--- config.mk ---
export PLATFORM = sky130hd
export DESIGN_NAME = bsrc_datapath
export DESIGN_NICKNAME = d
export VERILOG_FILES = /design/src/rtl/core/bsrc_pkg.sv /design/src/rtl/core/bsrc_datapath.sv
export SDC_FILE = /design/constraint.sdc
export NUM_CORES = 1
export LEC_CHECK = 0
export ABC_AREA = 1
export BUFFER_PORTS_ARGS = -buffer_cell sky130_fd_sc_hd__buf_4
export CORE_MARGIN = 2
export CORE_UTILIZATION = 45
export DETAILED_ROUTE_END_ITERATION = 7
export PLACE_DENSITY = 0.69
export SLEW_MARGIN = 20
export SYNTH_ARGS = -nofsm -noshare
export SYNTH_HDL_FRONTEND = slang
export SYNTH_SLANG_ARGS = --single-unit
export TNS_END_PERCENT = 5
--- constraint.sdc ---
create_clock -name clk -period 3.4 [get_ports clk]
set_input_delay 0.17 -clock clk [delete_from_list [all_inputs] [get_ports clk]]
set_output_delay 0.17 -clock clk [all_outputs]
set_load 0.02 [all_outputs]
--- src/rtl/core/bsrc_pkg.sv ---
// shared types and codes of the banker's safety request checker
`timescale 1ns / 1ps

package bsrc_pkg;

  // field widths fixed by the request and result formats
  localparam int DATA_W    = 8;
  localparam int WORK_W    = 12;
  localparam int NEED_W    = 13;
  localparam int PIDX_W    = 3;
  localparam int RIDX_W    = 2;
  localparam int CFG_W     = 4;
  localparam int CFG_IDX_W = 1;

  localparam logic [WORK_W-1:0] WORK_MAX = 12'hFFF;

  // process and resource counts after reset
  localparam int PROC_COUNT_RST = 8;
  localparam int RES_COUNT_RST  = 4;

  // configuration register indexes
  localparam logic [CFG_IDX_W-1:0] CFG_PROC_COUNT = 1'b0;
  localparam logic [CFG_IDX_W-1:0] CFG_RES_COUNT  = 1'b1;

  // request operations
  typedef logic [1:0] op_t;
  localparam op_t OP_WR_ALLOC = 2'd0;
  localparam op_t OP_WR_CLAIM = 2'd1;
  localparam op_t OP_WR_AVAIL = 2'd2;
  localparam op_t OP_REQ_ELEM = 2'd3;

  // result status codes
  typedef logic [2:0] status_t;
  localparam status_t ST_WRITTEN = 3'd0;
  localparam status_t ST_STORED  = 3'd1;
  localparam status_t ST_EXCEEDS = 3'd2;
  localparam status_t ST_UNAVAIL = 3'd3;
  localparam status_t ST_SAFE    = 3'd4;
  localparam status_t ST_UNSAFE  = 3'd5;

  typedef struct packed {
    op_t               operation;
    logic [PIDX_W-1:0] process_index;
    logic [RIDX_W-1:0] resource_index;
    logic [DATA_W-1:0] value;
    logic              is_last;
  } req_item_t;

  typedef struct packed {
    status_t           status;
    logic [PIDX_W-1:0] sequence_process;
    logic              last_result;
  } req_result_t;

  // commands from the controller to the datapath
  typedef struct packed {
    logic    take;
    logic    rd_row;
    logic    grant;
    logic    rollback;
    logic    commit;
    logic    emit;
    status_t emit_status;
    logic    emit_last;
    logic    emit_seq;
    logic    clr_pending;
  } ctrl_cmd_t;

  // status from the datapath to the controller
  typedef struct packed {
    logic over_need;
    logic over_avail;
    logic fits;
    logic proc_done;
  } dp_stat_t;

endpackage

--- src/rtl/core/bsrc_datapath.sv ---
// tables, pools, lane compares and result register of the request checker
`timescale 1ns / 1ps

module bsrc_datapath
  import bsrc_pkg::*;
#(
  parameter int MAX_PROCESSES = 8,
  parameter int MAX_RESOURCES = 4,
  parameter int PW  = $clog2(MAX_PROCESSES),
  parameter int PCW = $clog2(MAX_PROCESSES + 1),
  parameter int RCW = $clog2(MAX_RESOURCES + 1)
) (
  input  logic            clk,
  input  logic            rst_n,
  input  req_item_t       in_item,
  input  ctrl_cmd_t       cmd,
  input  logic [PW-1:0]   idx,
  input  logic [PCW-1:0]  np,
  input  logic [RCW-1:0]  nr,
  output dp_stat_t        stat,
  output logic            out_valid,
  output req_result_t     out_result
);

  typedef logic [MAX_RESOURCES-1:0][DATA_W-1:0] row_t;

  // table memories, one row of resources per process
  row_t alloc_mem [MAX_PROCESSES];
  row_t claim_mem [MAX_PROCESSES];

  row_t                          alloc_row_r;
  row_t                          claim_row_r;
  row_t                          prow_r;
  row_t                          avail_r;
  row_t                          pending_r;
  logic [MAX_RESOURCES-1:0][WORK_W-1:0] work_r;
  logic [MAX_PROCESSES-1:0]      finished_r;
  logic [PW-1:0]                 seq_r [MAX_PROCESSES];
  logic                          out_valid_r;
  req_result_t                   out_result_r;

  logic [PW-1:0]                 mem_addr;
  logic                          in_tables;
  logic [MAX_RESOURCES-1:0]      active;
  logic [MAX_RESOURCES-1:0]      alloc_we;
  logic [MAX_RESOURCES-1:0]      claim_we;
  row_t                          alloc_wd;
  logic [MAX_RESOURCES-1:0][NEED_W-1:0] need;
  logic [MAX_RESOURCES-1:0][WORK_W-1:0] work_sum;
  logic [PW-1:0]                 seq_head;

  // item writes use the item's process, everything else the controller's index
  assign mem_addr  = cmd.take ? PW'(in_item.process_index) : idx;
  assign in_tables = (int'(in_item.process_index) < MAX_PROCESSES) &&
                     (int'(in_item.resource_index) < MAX_RESOURCES);

  // per-lane need, work update and write enables
  always_comb begin
    logic [WORK_W:0] sum;
    for (int k = 0; k < MAX_RESOURCES; k++) begin
      active[k]   = k < int'(nr);
      need[k]     = {{(NEED_W-DATA_W){1'b0}}, claim_row_r[k]} -
                    {{(NEED_W-DATA_W){1'b0}}, alloc_row_r[k]};
      sum         = {1'b0, work_r[k]} + {{(WORK_W+1-DATA_W){1'b0}}, alloc_row_r[k]};
      work_sum[k] = (sum > {1'b0, WORK_MAX}) ? WORK_MAX : sum[WORK_W-1:0];
      alloc_we[k] = 1'b0;
      alloc_wd[k] = prow_r[k];
      claim_we[k] = cmd.take && (in_item.operation == OP_WR_CLAIM) && in_tables &&
                    (int'(in_item.resource_index) == k);
      if (cmd.take && (in_item.operation == OP_WR_ALLOC) && in_tables &&
          (int'(in_item.resource_index) == k)) begin
        alloc_we[k] = 1'b1;
        alloc_wd[k] = in_item.value;
      end else if (cmd.grant && active[k]) begin
        alloc_we[k] = 1'b1;
        alloc_wd[k] = alloc_row_r[k] + pending_r[k];
      end else if (cmd.rollback && active[k]) begin
        alloc_we[k] = 1'b1;
        alloc_wd[k] = prow_r[k];
      end
    end
  end

  // request and safety compares over the lanes in use
  always_comb begin
    stat = '0;
    stat.fits = 1'b1;
    for (int k = 0; k < MAX_RESOURCES; k++) begin
      if (active[k]) begin
        if ($signed({{(NEED_W-DATA_W){1'b0}}, pending_r[k]}) > $signed(need[k]))
          stat.over_need = 1'b1;
        if (pending_r[k] > avail_r[k])
          stat.over_avail = 1'b1;
        if ($signed(need[k]) > $signed({{(NEED_W-WORK_W){1'b0}}, work_r[k]}))
          stat.fits = 1'b0;
      end
    end
    stat.proc_done = finished_r[idx];
  end

  // table memories: lane writes, registered row read
  always_ff @(posedge clk) begin
    for (int k = 0; k < MAX_RESOURCES; k++) begin
      if (alloc_we[k]) alloc_mem[mem_addr][k] <= alloc_wd[k];
      if (claim_we[k]) claim_mem[mem_addr][k] <= in_item.value;
    end
    if (cmd.rd_row) begin
      alloc_row_r <= alloc_mem[mem_addr];
      claim_row_r <= claim_mem[mem_addr];
    end
  end

  // available pool and saved allocation row of the requesting process
  always_ff @(posedge clk) begin
    if (cmd.grant) prow_r <= alloc_row_r;
    for (int k = 0; k < MAX_RESOURCES; k++) begin
      if (cmd.take && (in_item.operation == OP_WR_AVAIL) &&
          (int'(in_item.resource_index) == k)) begin
        avail_r[k] <= in_item.value;
      end else if (cmd.grant && active[k]) begin
        avail_r[k] <= avail_r[k] - pending_r[k];
      end else if (cmd.rollback && active[k]) begin
        avail_r[k] <= avail_r[k] + pending_r[k];
      end
    end
  end

  // pending request, work pool and finished flags
  always_ff @(posedge clk) begin
    if (!rst_n) begin
      pending_r  <= '0;
      work_r     <= '0;
      finished_r <= '0;
    end else begin
      for (int k = 0; k < MAX_RESOURCES; k++) begin
        if (cmd.clr_pending) begin
          pending_r[k] <= '0;
        end else if (cmd.take && (in_item.operation == OP_REQ_ELEM) &&
                     (int'(in_item.resource_index) == k)) begin
          pending_r[k] <= in_item.value;
        end
        if (cmd.grant) begin
          work_r[k] <= WORK_W'(avail_r[k] - pending_r[k]);
        end else if (cmd.commit && active[k]) begin
          work_r[k] <= work_sum[k];
        end
      end
      if (cmd.grant) begin
        finished_r <= '0;
      end else if (cmd.commit) begin
        finished_r[idx] <= 1'b1;
      end
    end
  end

  // safe sequence: committed processes shift in, head sits at np-1
  assign seq_head = seq_r[PW'(np - PCW'(1))];

  always_ff @(posedge clk) begin
    if (cmd.commit || (cmd.emit && cmd.emit_seq)) begin
      for (int k = 1; k < MAX_PROCESSES; k++) seq_r[k] <= seq_r[k-1];
      if (cmd.commit) seq_r[0] <= idx;
    end
  end

  // result register, each result shown for a single cycle
  always_ff @(posedge clk) begin
    if (!rst_n) begin
      out_valid_r <= 1'b0;
    end else begin
      out_valid_r <= cmd.emit;
    end
    if (cmd.emit) begin
      out_result_r.status           <= cmd.emit_status;
      out_result_r.sequence_process <= cmd.emit_seq ? PIDX_W'(seq_head) : '0;
      out_result_r.last_result      <= cmd.emit_last;
    end
  end

  assign out_valid  = out_valid_r;
  assign out_result = out_result_r;

  // a result strobe always follows an emit command
  a_out_after_emit: assert property (@(posedge clk) disable iff (!rst_n)
    out_valid_r |-> $past(cmd.emit))
    else $error("result strobe without emit command");

  // a grant starts the check with no process finished
  a_grant_clears: assert property (@(posedge clk) disable iff (!rst_n)
    $past(cmd.grant) |-> (finished_r == '0))
    else $error("finished flags not cleared by grant");

  // a process is only committed when its need fits the work pool
  a_commit_fits: assert property (@(posedge clk) disable iff (!rst_n)
    cmd.commit |-> (stat.fits && !stat.proc_done))
    else $error("commit of a process that does not fit");

endmodule

# Yosys cells after proc, flatten, opt, wreduce, memory -nomap -nowiden
# Memories as Yosys holds them, arrays and structs flattened. A register that Yosys moved wholly into a read port is not among the register bits.
# Index checks and enable logic that the tools add are counted.
[op_classes]
n_lt_le_gt_ge = 22
bitwise_logic = 2
addsub = 25
n_mul = 0
n_eq_ne = 6
n_reduce_logical = 48
shift = 0
n_mux = 86
div = 0
[ops]
columns = ["op", "n"]
rows = [
  ["2-to-1 mux 8 bit", 20],
  ["2-to-1 mux 12 bit", 12],
  ["subtractor 8 x 8 -> 9 bit", 8],
  ["adder 8 bit", 8],
  ["adder 12 x 8 -> 13 bit", 4],
  ["> comparator 13 x 12 -> 1 bit, second input constant", 4],
  ["> comparator 9 x 13 -> 1 bit", 4],
  ["2-to-1 mux 1 bit", 47],
  ["> comparator 9 bit", 4],
  ["logical AND 1 bit", 34],
  ["> comparator 8 bit", 4],
  ["subtractor 8 bit", 4],
  ["2-to-1 mux 3 bit", 5],
  ["nonzero test 3 bit", 4],
  ["equality test 2 bit, second input constant", 4],
  ["OR 8 bit", 1],
  ["nonzero test 2 bit", 4],
  ["less-than comparator 1 x 3 -> 1 bit, first input constant", 2],
  ["less-than comparator 2 x 3 -> 1 bit, first input constant", 2],
  ["equality test 2 x 1 -> 1 bit, second input constant", 2],
  ["zero test 2 bit", 2],
  ["less-than comparator 3 x 4 -> 1 bit, second input constant", 1],
  ["OR reduction 2 bit", 2],
  ["binary-select mux 1 bit (select 3 bit)", 1],
  ["6 further kinds", 6],
]
[totals]
register_bits = 157
mem_bits_rw = 536
mem_bits_ro = 0
out_inout_bits = 12
word_cells = 212
mem_count = 3
latch_bits = 0
input_bits = 40
[mem_list]
columns = ["memory", "words", "word_bits", "read_ports", "rd_clocked_by_memory_dff", "wr", "line_no", "rtl"]
rows = [
  ["alloc_mem", 8, 32, 1, 1, 1, "bsrc_datapath.sv:28", "row_t alloc_mem [MAX_PROCESSES];"],
  ["claim_mem", 8, 32, 1, 1, 1, "bsrc_datapath.sv:29", "row_t claim_mem [MAX_PROCESSES];"],
  ["seq_r", 8, 3, 8, 1, 8, "bsrc_datapath.sv:38", "logic [PW-1:0] seq_r [MAX_PROCESSES];"],
]

# Logic depth before layout (Yosys ltp)
# Gate-level depths: netlist (run 1).
[logic_depth]
ltp_word = 10
depth_mapped = 24
ltp_nobuf = 24

# Worst setup path after synthesis (run 1)
# Ideal clock, no wire load.
[synth_timing]
path_kind = "register to output"
from = "register alloc_row_r[17] (netlist name) (read register of alloc_mem)"
to = "output port stat[1] (netlist name)"
path_buffers = 0
stages_incl_launch_ff = 18
slack_ns = 0.296
required_ns = 3.230
arrival_time_ns = 2.934
path_cell_list = "edfxtp_1 inv_1 fa_1 nand3_1 nand2_1 nand2_1 nand2_1 a21oi_1 nor2_1 nor2_1 inv_1 ha_1 nand3b_1 o31ai_1 nor2_1 nand2_1 nand3_1 a21oi_1"
[synth_rtl]
columns = ["item", "line_no", "rtl"]
rows = [
  ["start: declaration", "bsrc_datapath.sv:31", "row_t alloc_row_r;"],
  ["end: declaration", "bsrc_datapath.sv:20", "output dp_stat_t stat,"],
]

==> flow_summary_export.csv, run 1 <==
group,metric,value,unit
status,status,"complete, but fails checks",
status,violations,"negative setup slack",
finish,drive_above_1_share,0.114,
finish,area_growth,14.9,%
run,cap_violations,0,
worst_setup_path,cp-end-kind,"output port",
clocking,clkTransAtPathRegs,0.06,ns
detailed_routing,route.vias.total,26800,
synth,syn_inst,3427,
floorplan,dieArea,0.0854,mm²
synth,synth.avg_cell_area,10.9,µm²
timing,min_period,4.08,ns
worst_hold_path,min_path_type,"primary input to flip-flop",
timing,slew_headroom,0.289,
clocking,clockRootBuffer,"clkbuf_16",
worst_setup_path,critPathLaunchType,"flip-flop",
detailed_routing,route.met3.wl,7.96,mm
finish,antenna_cells,0,
floorplan,die_w,292,µm
placed_design,gp_congestion,0.911,
detailed_routing,drc,0,
timing,skew,0.0352,ns
synth,ys_top_cells_by_count,"edfxtp_1 (671), nand2_1 (480), inv_1 (399)",
detailed_routing,top_layer,"met5",
worst_setup_path,crit_chain,"inv_1 > ha_2 > inv_2 > fa_2 > a21oi_2 > o21bai_2 > buf_4 > buf_4 > xor2_2 > ha_1 > nand2_1 > or4_4 > nand2_2 > nand2_2 > nand2_2 > nand2_1 > inv_1 > nand3_2 > buf_6",
detailed_routing,wl,99.8,mm
finish,nNetsFinal,3926,
clocking,htree_levels,3,
detailed_routing,dr_wl_met2,45.3,mm
clocking,ctsLongestPathBuffers,3,
worst_setup_path,slowest_stage,"or4_4",
floorplan,core_area,0.0821,mm²
synth,yosys_warnings,0,
timing,period_share,1.20,
worst_setup_path,path_class,"flip-flop to output port",
power,power_density,601,mW/mm²
grt,grt_overflow,0,
power,power_leakage,0.0167,µW
floorplan,die_y,292,µm
grt,grt_max_degree,65,
synth,synthFlopType,"edfxtp_1",
placed_design,placedCellCount,4603,
worst_setup_path,worst-path-max-fanout,3,
worst_setup_path,max_stage_delay,0.54,ns
synth,synth-seq-cells,760,
worst_setup_path,path_buf_inv,6,
finish,fillers,6962,
placed_design,port_buffers,49,
synth,yosysSeqAreaShare,0.587,
detailed_routing,wl_met1,42.8,mm
clocking,cts.sinks,760,
timing,max_freq,245,MHz
placed_design,dp_slack,-0.149,ns
synth,ys_async_sr_fraction,0,
floorplan,ioPinCount,52,
synth,yosysMostFrequentCell,"edfxtp_1",
clocking,clkLatencyLatePin,0.65,ns
synth,yosysTopAreaCell,"edfxtp_1",
timing,worst_slew_pin_slew,1.06,ns
timing,setup_ws,-0.685,ns
floorplan,row_count,105,
synth,netlist.area_leader.share,0.539,
detailed_routing,final_antenna_net_count,0,
floorplan,start_util,0.455,
timing,setup_viol,2,
synth,synth_area,0.0374,mm²
detailed_routing,drtPass1Iterations,6,
grt,antenna_found_initial,1,
detailed_routing,drt-initial-drc-count,2609,
synth,synthTopCellsByArea,"edfxtp_1 (54%), ha_1 (7.7%), nand2_1 (4.8%), dfxtp_1 (4.8%), inv_1 (4.0%)",
detailed_routing,wl_per_cell,20.9,µm
worst_setup_path,cp.arrival,3.91,ns
finish,stdcell_count,4768,
timing,grt_setup_unrepaired,"true",
timing,slew_viol_final,0,
clocking,numCtsBuffers,76,
placed_design,place_hpwl,67.8,mm
synth,synth.net_count,3718,
synth,synth.distinct_cells,57,
clocking,cts_tree,"yes",
worst_setup_path,crit_top_cell,"nand2_2",
detailed_routing,vias_per_cell,5.62,
grt,grt_pass1_wl,151,mm
synth,synth_edf_count,671,
timing,hold_viol,0,
grt,grt_usage,0.232,
grt,grt_pass1_vias,25700,
power,ir_worst_vdd,0.355,mV
worst_setup_path,critical_path.top_delay_family,"simple AND/OR/NAND/NOR gates",
worst_setup_path,required,3.23,ns
worst paths after layout:
| path | end | depth (start not counted) | from | slack (ns) |
|---|---|---|---|---|
| min | prow_r[14] | 2 | cmd[9] | 0.03 |
| max | stat[3] | 19 | claim_row_r[8] | -0.68 |
| min reg2reg | seq_r[6][1] | 0 | seq_r[5][1] | 0.45 |
| max reg2reg | alloc_mem[3][13] | 11 | alloc_row_r[10] | 0.65 |
cells by family (layout without fill, tap and decap cells):
kind of cell,count (synthesis),count (layout),synth area share
adders and majority gates,251,251,0.0880
xor gates and xnor gates,105,105,0.0246
and+or+nand+nor,962,962,0.110
AOI/OAI and AO/OA,837,837,0.137
buffers and inverters,512,783,0.0538
DFF,760,760,0.587
power breakdown:
group | switching (µW) | internal, µW
sequential | 340 | 10900
clock | 3750 | 5210
combinational | 3480 | 2150
total | 7560 | 18200
timing repair:
item,CTS,global route
hold endpoints to repair,101,0
pin swaps,6,22
resized for setup,15,20
setup buffers,2,6
hold buffers,16,0
gates cloned,0,0
endpoints found under the setup margin,2,2
registers in the layout (all words and copies together) (netlist names), 7 cells and up:
signal	flops
alloc_mem	256
alloc_row_r	32
avail_r	32
claim_mem	256
claim_row_r	32
finished_r	8
out_result	7
pending_r	32
prow_r	32
seq_r	24
work_r	48
metal layers:
layer,GRT usage,vias up
li1,-,12700
met1,0.316,12700
met2,0.370,1099
met3,0.0392,210
met4,0.0947,2
met5,0,-
through the flow:
stage / power (µW) / area [µm²] / setup TNS [ns] / utilization / hold slack (ns)
3_3_place_gp: 16700 / 39900 / -0.0818 / 0.486 / 0.349
3_5_place_dp: 16800 / 39900 / -0.266 / 0.486 / 0.350
6_report: 25800 / 42900 / -1.36 / 0.523 / 0.0346
5_1_grt: 27000 / 42900 / -1.80 / 0.523 / 0.0404
2_1_floorplan: 15100 / 37400 / 0 / - / 0.263
4_1_cts: 25800 / 42800 / -1.27 / 0.522 / 0.0284
layout by cell type, fill, tap and decap left out, types with 5 or more instances in the layout:
master / count
xnor2_1: 35
nand4_1: 60
clkbuf_16: 78
bufinv_16: 11
inv_2: 14
nand3_2: 5
edfxtp_1: 671
a21oi_2: 10
o211ai_1: 25
clkinv_2: 9
nand2_1: 475
xor2_1: 69
nand3_1: 126
nand2_2: 6
nor3_1: 29
clkbuf_1: 11
o22ai_1: 15
a22oi_1: 180
ha_1: 228
a31oi_1: 40
buf_12: 6
o21ai_1: 13
dlygate4sd3_1: 16
inv_1: 395
fa_1: 17
nor2_1: 219
o21ai_0: 240
a221oi_2: 11
clkinv_4: 8
buf_4: 206
dfxtp_1: 89
a21oi_1: 235
a221oi_1: 25
clkinv_1: 15
o21bai_1: 15
or2_2: 21
cell type report:
class	count	area, µm²	area share
flip-flops and latches	760	21900	0.511
inverters	413	1550	0.0362
well taps	1070	1340	0.0312
clock buffers	93	2050	0.0477
multi-input cells	2155	13600	0.316
clock inverters	48	654	0.0152
repair buffers	229	1840	0.0428
Note: power is estimated with default switching activity, not from simulation.
==> run 2: changes to the inputs <==
==> constraint.sdc (replaced) <==
create_clock -name clk -period 4.75 [get_ports clk]
set_input_delay 0.2375 -clock clk [delete_from_list [all_inputs] [get_ports clk]]
set_output_delay 0.2375 -clock clk [all_outputs]
set_load 0.02 [all_outputs]
==> flow_summary_export.csv, run 2 (synthesis gave the netlist of run 1 again) <==
group,metric,value,unit
status,status,"complete, no violations",
placed_design,placedCellCount,4473,
clocking,ctsLongestPathBuffers,3,
grt,grt_pass1_vias,25000,
detailed_routing,dr_wl_met2,44.2,mm
detailed_routing,drt-initial-drc-count,2548,
clocking,htree_levels,3,
power,p_int,12800,µW
finish,fillers,7026,
clocking,cts_tree,"yes",
timing,worst_slew_pin_slew,1.10,ns
floorplan,core_area,0.0821,mm²
timing,min_period,4.43,ns
floorplan,die_w,292,µm
timing,skew,0.0198,ns
timing,grt_setup_unrepaired,"false",
grt,grt_overflow,0,
clocking,clkTransAtPathRegs,0.07,ns
clocking,cts.sinks,760,
timing,max_freq,226,MHz
placed_design,place_hpwl,64.1,mm
floorplan,dieArea,0.0854,mm²
run,cap_violations,0,
worst_hold_path,min_path_type,"primary input to flip-flop",
clocking,clkLatencyLatePin,0.64,ns
detailed_routing,wl_met1,42.3,mm
timing,hold_viol,0,
worst_setup_path,critPathLaunchType,"flip-flop",
finish,stdcell_count,4624,
power,switching_share,0.292,
placed_design,gp_congestion,0.896,
timing,slew_viol_final,0,
floorplan,row_count,105,
detailed_routing,wl,96.3,mm
placed_design,dpl_cell_area,0.0388,mm²
detailed_routing,route.met3.wl,7.34,mm
finish,layout_commonest_cell,"edfxtp_1",
power,combinationalPowerShare,0.208,
floorplan,ioPinCount,52,
power,clock_power_share,0.345,
clocking,clockRootBuffer,"clkbuf_16",
finish,area_growth,11.1,%
grt,grt_pass1_wl,147,mm
detailed_routing,drc,0,
power,power_density,434,mW/mm²
clocking,numCtsBuffers,77,
detailed_routing,vias_per_cell,5.65,
finish,nNetsFinal,3785,
placed_design,port_buffers,49,
detailed_routing,drtPass1Iterations,6,
power,power.switching,5260,µW
detailed_routing,top_layer,"met5",
grt,grt_max_degree,65,
finish,antenna_cells,0,
power,seqPwrFrac,0.448,
detailed_routing,wl_per_cell,20.8,µm
grt,grt_usage,0.225,
grt,antenna_found_initial,1,
finish,final_area,0.0415,mm²
power,ir_worst_vdd,0.257,mV
floorplan,die_y,292,µm
power,power_leakage,0.0159,µW
timing,timing.hold.ws,0.0140,ns
worst_setup_path,cp-end-kind,"output port",
worst_setup_path,required,4.51,ns
timing,setup_viol,0,
timing,tns,0,ns
detailed_routing,route.vias.total,26100,
finish,drive_above_1_share,0.0698,
timing,slew_headroom,0.267,
timing,period_share,0.932,
floorplan,start_util,0.455,
worst_setup_path,cp.arrival,4.19,ns
finish,reg_top3,"alloc_mem: 256 flops, claim_mem: 256 flops, work_r: 48 flops",
worst_setup_path,worst-path-max-fanout,5,
worst_setup_path,path_class,"flip-flop to output port",
detailed_routing,final_antenna_net_count,0,
finish,mostFrequentLayoutCells,"edfxtp_1 (671), nand2_1 (480), inv_1 (398)",
==> run 2: cell types whose count changed in the layout (fill, tap and decap cells not counted), sizes merged <==
cell	change
clkinvlp	+4
bufinv	-2
buf	-138
dlygate4sd3	-4
inv	+4
clkinv	-8
==> run 2: power by group through the flow <==
stage                     Sequential (µW)  Clock, µW  Combinational [µW]
final                                8060       6210                3740
after global placement               8190          0                3600
after CTS                            8060       6270                3720
after detailed placement             8190          0                3690
after floorplan                      8070          0                2740
after global routing                 8100       6530                4270
==> run 2: path summary, 6_finish.rpt <==
path	start	end	slack, ns	cells after the start
max reg2reg	pending_r[25]	avail_r[31]	1.96	14
max	alloc_row_r[9]	stat[1]	0.32	20
min	cmd[0]	pending_r[3]	0.01	4
min reg2reg	seq_r[6][1]	seq_r[7][1]	0.44	0
==> run 2: repair_timing <==
action                                  CTS  global route
buffers inserted                          0             0
hold buffers                             12             0
endpoints found under the setup margin    0             1
hold endpoints to repair                 38             0
gates resized for setup                   0             1
==> run 2: routing by layer <==
| metal | up-vias | track usage |
|---|---|---|
| met3 | 144 | 0.0377 |
| li1 | 12500 | - |
| met5 | - | 0 |
| met1 | 12500 | 0.314 |
| met2 | 987 | 0.360 |
| met4 | 2 | 0.0699 |
==> run 2: per-stage QoR <==
stage	power, µW	util	setup slack, ns
after floorplan	10800	-	1.58
after global placement	11800	0.473	0.928
after detailed placement	11900	0.473	0.905
after CTS	18000	0.506	0.205
after global routing	18900	0.506	0.0560
final	18000	0.506	0.322
==> run 2: worst max-delay path, cell delays in order, from the launching register on <==
cell	delay, ns
edfxtp_1	0.49
inv_1	0.16
ha_1	0.31
nand3_1	0.07
nand2_1	0.10
a21oi_1	0.07
o21bai_1	0.20
a21oi_1	0.10
o21bai_1	0.16
xnor2_1	0.17
inv_1	0.07
ha_1	0.27
nand2_1	0.08
or2_2	0.30
a21oi_1	0.15
nor2_1	0.05
nand3_1	0.08
nand4_1	0.24
nand3_2	0.24
a21oi_1	0.07
buf_4	0.16
==> run 2: final cells by class <==
cell class,instances,area [µm²],area share
clock inverter,46,528,0.0127
tap,1070,1340,0.0322
timing repair buffer,87,696,0.0167
clock buffer,93,2040,0.0491
sequential,760,21900,0.528
multi-input combinational,2155,13500,0.324
inverter,413,1550,0.0374
